--- src/rtl/rcov_pkg.sv ---
// ----------------------------------------------------------------------------
// rcov_pkg: shared types and codes for rounded rectangle coverage
// Result part codes, configuration register indexes and the control
// bundle passed from the geometry stages to the arc stages.
// ----------------------------------------------------------------------------
package rcov_pkg;

  // Result part codes
  localparam logic [1:0] PART_NONE     = 2'd0;
  localparam logic [1:0] PART_STRAIGHT = 2'd1;
  localparam logic [1:0] PART_ARC      = 2'd2;

  // Configuration register indexes
  localparam int CFG_IDX_BITS = 3;
  localparam logic [CFG_IDX_BITS-1:0] CFG_RECT_LEFT     = 3'd0;
  localparam logic [CFG_IDX_BITS-1:0] CFG_RECT_TOP      = 3'd1;
  localparam logic [CFG_IDX_BITS-1:0] CFG_RECT_WIDTH    = 3'd2;
  localparam logic [CFG_IDX_BITS-1:0] CFG_RECT_HEIGHT   = 3'd3;
  localparam logic [CFG_IDX_BITS-1:0] CFG_CORNER_RADIUS = 3'd4;
  localparam logic [CFG_IDX_BITS-1:0] CFG_CORNER_MASK   = 3'd5;
  localparam logic [CFG_IDX_BITS-1:0] CFG_FILL_MODE     = 3'd6;

  // Reset values of the shape registers that are not zero
  localparam logic [3:0] CORNER_MASK_RST = 4'hf;
  localparam logic       FILL_MODE_RST   = 1'b1;

  // Per-pixel classification handed to the arc stages
  typedef struct packed {
    logic corner;    // pixel sits in a rounded corner square
    logic straight;  // pixel covered as straight edge or interior
    logic filled;    // filled mode, else outline
  } rcov_ctl_t;

endpackage

--- src/rtl/rcov_geom.sv ---
// ----------------------------------------------------------------------------
// rcov_geom: offset and corner classification stages
// Stage A forms the pixel offsets, the inside test and the clamped radius.
// Stage B folds the offsets toward the nearest corner, classifies the pixel
// and forms the odd distances used by the arc test.
// ----------------------------------------------------------------------------
module rcov_geom #(
  parameter int COORD_BITS = 12
) (
  input  logic                         clk,
  input  logic                         rst_n,
  // pixel beats
  input  logic                         in_valid,
  output logic                         in_stall,
  input  logic signed [COORD_BITS-1:0] pixel_x,
  input  logic signed [COORD_BITS-1:0] pixel_y,
  // shape registers
  input  logic signed [COORD_BITS-1:0] rect_left,
  input  logic signed [COORD_BITS-1:0] rect_top,
  input  logic        [COORD_BITS-1:0] rect_width,
  input  logic        [COORD_BITS-1:0] rect_height,
  input  logic        [COORD_BITS-2:0] corner_radius,
  input  logic        [3:0]            corner_mask,
  input  logic                         fill_mode,
  // toward the arc stages
  output logic                         geo_valid,
  input  logic                         geo_take,
  output rcov_pkg::rcov_ctl_t          geo_ctl,
  output logic        [COORD_BITS-1:0] geo_mag_u,
  output logic        [COORD_BITS-1:0] geo_mag_v,
  output logic        [COORD_BITS-1:0] geo_diam
);
  import rcov_pkg::*;

  localparam int CB = COORD_BITS;

  // Stage A registers
  logic          va_r;
  logic          inside_r;
  logic [CB-1:0] dx_r, dy_r;
  logic [CB-2:0] rad_r;

  // Stage B registers
  logic          vb_r;
  rcov_ctl_t     ctl_r;
  logic [CB-1:0] mag_u_r, mag_v_r, diam_r;

  logic load_a, load_b;

  // A stage loads when empty or when its contents move on
  assign load_b   = !vb_r || geo_take;
  assign load_a   = !va_r || load_b;
  assign in_stall = !load_a;

  // Stage A: offsets, inside test, radius clamp
  logic signed [CB:0] dx_full, dy_full;
  logic               in_x, in_y;
  logic [CB-1:0]      side_min;
  logic [CB-2:0]      half_side, rad_nxt;

  always_comb begin
    dx_full   = {pixel_x[CB-1], pixel_x} - {rect_left[CB-1], rect_left};
    dy_full   = {pixel_y[CB-1], pixel_y} - {rect_top[CB-1], rect_top};
    in_x      = !dx_full[CB] && (dx_full[CB-1:0] < rect_width);
    in_y      = !dy_full[CB] && (dy_full[CB-1:0] < rect_height);
    side_min  = (rect_width < rect_height) ? rect_width : rect_height;
    half_side = side_min[CB-1:1];
    rad_nxt   = (corner_radius < half_side) ? corner_radius : half_side;
  end

  always_ff @(posedge clk) begin
    if (!rst_n) begin
      va_r <= 1'b0;
    end else if (load_a) begin
      va_r <= in_valid;
    end
  end

  always_ff @(posedge clk) begin
    if (load_a) begin
      inside_r <= in_x && in_y;
      dx_r     <= dx_full[CB-1:0];
      dy_r     <= dy_full[CB-1:0];
      rad_r    <= rad_nxt;
    end
  end

  // Stage B: fold toward the nearest corner and classify
  logic [CB-1:0] rad_ext, a_off, b_off, d_u, d_v;
  logic          near_l, near_t, border, in_square;
  logic [1:0]    corner_idx;
  rcov_ctl_t     ctl_nxt;

  always_comb begin
    rad_ext    = {1'b0, rad_r};
    near_l     = dx_r < rad_ext;
    near_t     = dy_r < rad_ext;
    a_off      = near_l ? dx_r : (rect_width - CB'(1) - dx_r);
    b_off      = near_t ? dy_r : (rect_height - CB'(1) - dy_r);
    border     = (dx_r == '0) || (dx_r == rect_width - CB'(1)) ||
                 (dy_r == '0) || (dy_r == rect_height - CB'(1));
    in_square  = (rad_r != '0) && (corner_mask != 4'h0) &&
                 (a_off < rad_ext) && (b_off < rad_ext);
    corner_idx = {!near_t, !near_l};
    d_u        = rad_ext - a_off;
    d_v        = rad_ext - b_off;

    ctl_nxt.corner   = inside_r && in_square && corner_mask[corner_idx];
    ctl_nxt.straight = inside_r && !ctl_nxt.corner && (fill_mode || border);
    ctl_nxt.filled   = fill_mode;
  end

  always_ff @(posedge clk) begin
    if (!rst_n) begin
      vb_r <= 1'b0;
    end else if (load_b) begin
      vb_r <= va_r;
    end
  end

  // |u| = 2(r-a)-1 and |v| = 2(r-b)-1 inside a corner square
  always_ff @(posedge clk) begin
    if (load_b) begin
      ctl_r   <= ctl_nxt;
      mag_u_r <= {d_u[CB-2:0], 1'b1} - CB'(2);
      mag_v_r <= {d_v[CB-2:0], 1'b1} - CB'(2);
      diam_r  <= {rad_r, 1'b0};
    end
  end

  assign geo_valid = vb_r;
  assign geo_ctl   = ctl_r;
  assign geo_mag_u = mag_u_r;
  assign geo_mag_v = mag_v_r;
  assign geo_diam  = diam_r;

endmodule

--- config.mk ---
export PLATFORM = sky130hd
export DESIGN_NAME = rcov_geom
export DESIGN_NICKNAME = d
export VERILOG_FILES = /design/src/rtl/rcov_pkg.sv /design/src/rtl/rcov_geom.sv
export SDC_FILE = /design/constraint.sdc
export NUM_CORES = 1
export LEC_CHECK = 0
export BUFFER_PORTS_ARGS = -buffer_cell sky130_fd_sc_hd__buf_2
export CORE_UTILIZATION = 59
export CTS_BUF_LIST = sky130_fd_sc_hd__clkbuf_16
export DETAILED_ROUTE_END_ITERATION = 8
export PLACE_DENSITY = 0.85
export SYNTH_ARGS = -nofsm -noshare
export SYNTH_HDL_FRONTEND = slang
export SYNTH_SLANG_ARGS = --single-unit
export TNS_END_PERCENT = 100
--- constraint.sdc ---
create_clock -name clk -period 6.4 [get_ports clk]
set_input_delay 1.28 -clock clk [delete_from_list [all_inputs] [get_ports clk]]
set_output_delay 1.28 -clock clk [all_outputs]
set_load 0.02 [all_outputs]
==> flow_summary.json <==
{
  "status": "completed",
  "start_util_pct": 61.6,
  "io_pins": 133,
  "grt_usage_pct": 32.9,
  "max-clock-path-buffers": 2,
  "hold_viol": 0,
  "routed-wl-met2_microns": 11000,
  "pwr-share-clk_pct": 12.0,
  "rsz0062_at_grt": "false",
  "drtAntennaViolNets": 0,
  "hp-class": "register to register",
  "ir_drop_uv": 207,
  "hpwl_microns": 19700,
  "cts_made_buffers": 9,
  "dpl_cell_area_sq_mm": 0.00953,
  "ys.flop_type": "edfxtp_1",
  "power_frac_seq_pct": 20.8,
  "area_delta_synth_final_pct": 13.2,
  "die_w_microns": 123,
  "synth_edf_count": 72,
  "insertion_delay_ps": 340,
  "num_rows": 43,
  "drt-initial-drc-count": 610,
  "wl_per_cell_microns": 18.3,
  "top_layer": "met4",
  "p_sw_share_pct": 47.0,
  "synth_cells": 996,
  "yosysSeqAreaShare_pct": 25.3,
  "clock-sinks": 74,
  "period_minus_slack_ps": 5400,
  "layout.cells.most_common_list": "155 x ha_1, 129 x buf_2, 111 x inv_1",
  "slew_headroom_pct": 63.7,
  "comb_power_share_pct": 67.2,
  "period_share_pct": 84.3,
  "netlist_area_sq_mm": 0.00869,
  "fin_tns_setup_ps": 0,
  "nets": 1379,
  "power_density_mw_per_mm2": 450,
  "cts_setup_buffers": 0,
  "design_area_sq_mm": 0.00983,
  "synthArstFlopShare_pct": 0,
  "slew_violations": 0,
  "finalSetupViolCount": 0,
  "ys_warn_count": 0,
  "dieArea_sq_mm": 0.0152,
  "grt_max_degree": 38,
  "route.detailed.drc": 0,
  "met1_length_microns": 9890,
  "leakage_nw": 4.70,
  "antenna_found_initial": 0,
  "path_max_fanout": 6,
  "power.internal_mw": 2.35,
  "place.gp.congestion": 1.05,
  "cp-end-kind": "register",
  "worstPathRequired_ps": 6490,
  "grt_pass1_vias": 7632,
  "drive_gt1_share_pct": 15.3,
  "die_h_microns": 123,
  "cts_max_level": 3,
  "path_clk_slew_ps": 60,
  "cts_root_buf": "clkbuf_16",
  "route.met3.wl_microns": 2140,
  "power_switching_mw": 2.08,
  "r2r_slack_ps": 1080,
  "dr.pass1.iters": 5,
  "core_area_sq_mm": 0.0141,
  "fmax_ghz": 0.185,
  "synth.avg_cell_area_sq_um": 8.72,
  "grt_overflow": 0,
  "wl_microns": 24000,
  "layout_commonest_cell": "ha_1",
  "vias": 8093,
  "cts_resized": 0,
  "max_cap_viol_count": 0,
  "critical_path_class": "input pin to register",
  "via_per_inst": 6.18,
  "crit_arrival_ps": 5490,
  "ys_ff_latch": 74,
  "synth_cell_types": 70,
  "cts_hold_buf": 0,
  "worst_setup_path_start_kind": "input pin",
  "max_slew.worst_pin.slew_ps": 540,
  "port_buffers": 129,
  "n_antenna_cell": 0,
  "cts_tree": "done",
  "grt_pass1_wl_microns": 38000,
  "skew_ps": 8.54
}
synthesized netlist by cell type (13+ instances only):
master,n,area [sq um]
nor2b_1,18,113
nor4_1,15,93.8
nand3_1,27,135
o21a_1,15,113
nand2_1,53,199
a21o_1,25,188
nand4_1,15,93.8
nor2_1,80,300
xnor2_1,55,482
a21oi_1,81,405
ha_1,155,1940
o31ai_1,13,97.6
edfxtp_1,72,2160
o21ai_0,41,205
nor3_1,25,125
inv_1,111,417
xor2_1,24,210
a31oi_1,19,119
per-layer routing:
metal	track usage [%]	up-vias
met5	0	-
met4	15.1	0
met3	4.94	77
met2	55.1	432
met1	41.6	3701
li1	-	3883
final timing paths:
kind	start	to	cells after the start
setup / recovery	rect_height[4]	geo_mag_v[11]	19
hold / removal	va_r	geo_valid	1
setup reg to reg	rad_r[6]	geo_mag_v[11]	17
hold reg to reg	va_r	geo_valid	1
flip-flops by register name (all words and copies together), names as in the netlist:
name	count
dx_r	12
dy_r	12
geo_ctl	3
geo_diam	11
geo_mag_u	11
geo_mag_v	11
geo_valid	1
inside_r	1
rad_r	11
va_r	1
layout make-up:
| class | instances | area (sq um) |
|---|---|---|
| multi-input cells | 796 | 6000 |
| inverters | 111 | 417 |
| flip-flops and latches | 74 | 2200 |
| clock inverters | 6 | 82.6 |
| fillers | 1154 | 4260 |
| repair buffers | 134 | 683 |
| clock buffers | 9 | 225 |
| well taps | 180 | 225 |
through the flow:
step | hold slack [ps] | utilization (%) | std cells | power (mW) | worst slack [ps]
finish | 473 | 69.8 | 1310 | 4.43 | 1000
global route | 510 | 69.8 | 1310 | 4.77 | 724
CTS | 475 | 69.8 | 1310 | 4.38 | 1020
detailed placement | 460 | 67.6 | 1295 | 3.83 | 664
global placement | 450 | 67.6 | 1295 | 3.72 | 813
floorplan | 441 | - | 997 | 3.15 | 1270
cells by family (layout without fill, tap and decap cells):
kind of cell    Yosys count  after routing  synth area share [%]
mux                       7              7                 0.864
flops                    74             74                  25.3
buf+inv                 127            260                  5.70
other cells               2              3                0.0864
simple gates            289            289                  16.8
xor+xnor                 80             80                  8.22
compound gates          256            256                  19.3
fa+ha+maj               161            161                  23.7
power groups by stage:
stage	combinational, mW	clock (mW)	sequential (mW)
after floorplan	2.14	0	1.01
after global placement	2.80	0	0.919
after detailed placement	2.90	0	0.924
after CTS	2.93	0.534	0.915
after global routing	3.28	0.555	0.935
final	2.97	0.533	0.919
worst max-delay path: stages:
cell       delay [ps]
buf_2             140
nor4_2            360
nand2_1           140
xnor2_1           200
ha_1              320
a21o_1            190
nor3_1            190
a21oi_1           130
a21o_1            210
a211oi_1          230
nor3_1            100
o21a_1            190
ha_1              330
inv_1             110
and3_1            190
a2111oi_0         400
nand3_1           200
nor3b_2           250
xnor3_1           320
No activity file was read; power rests on OpenSTA's default activity.
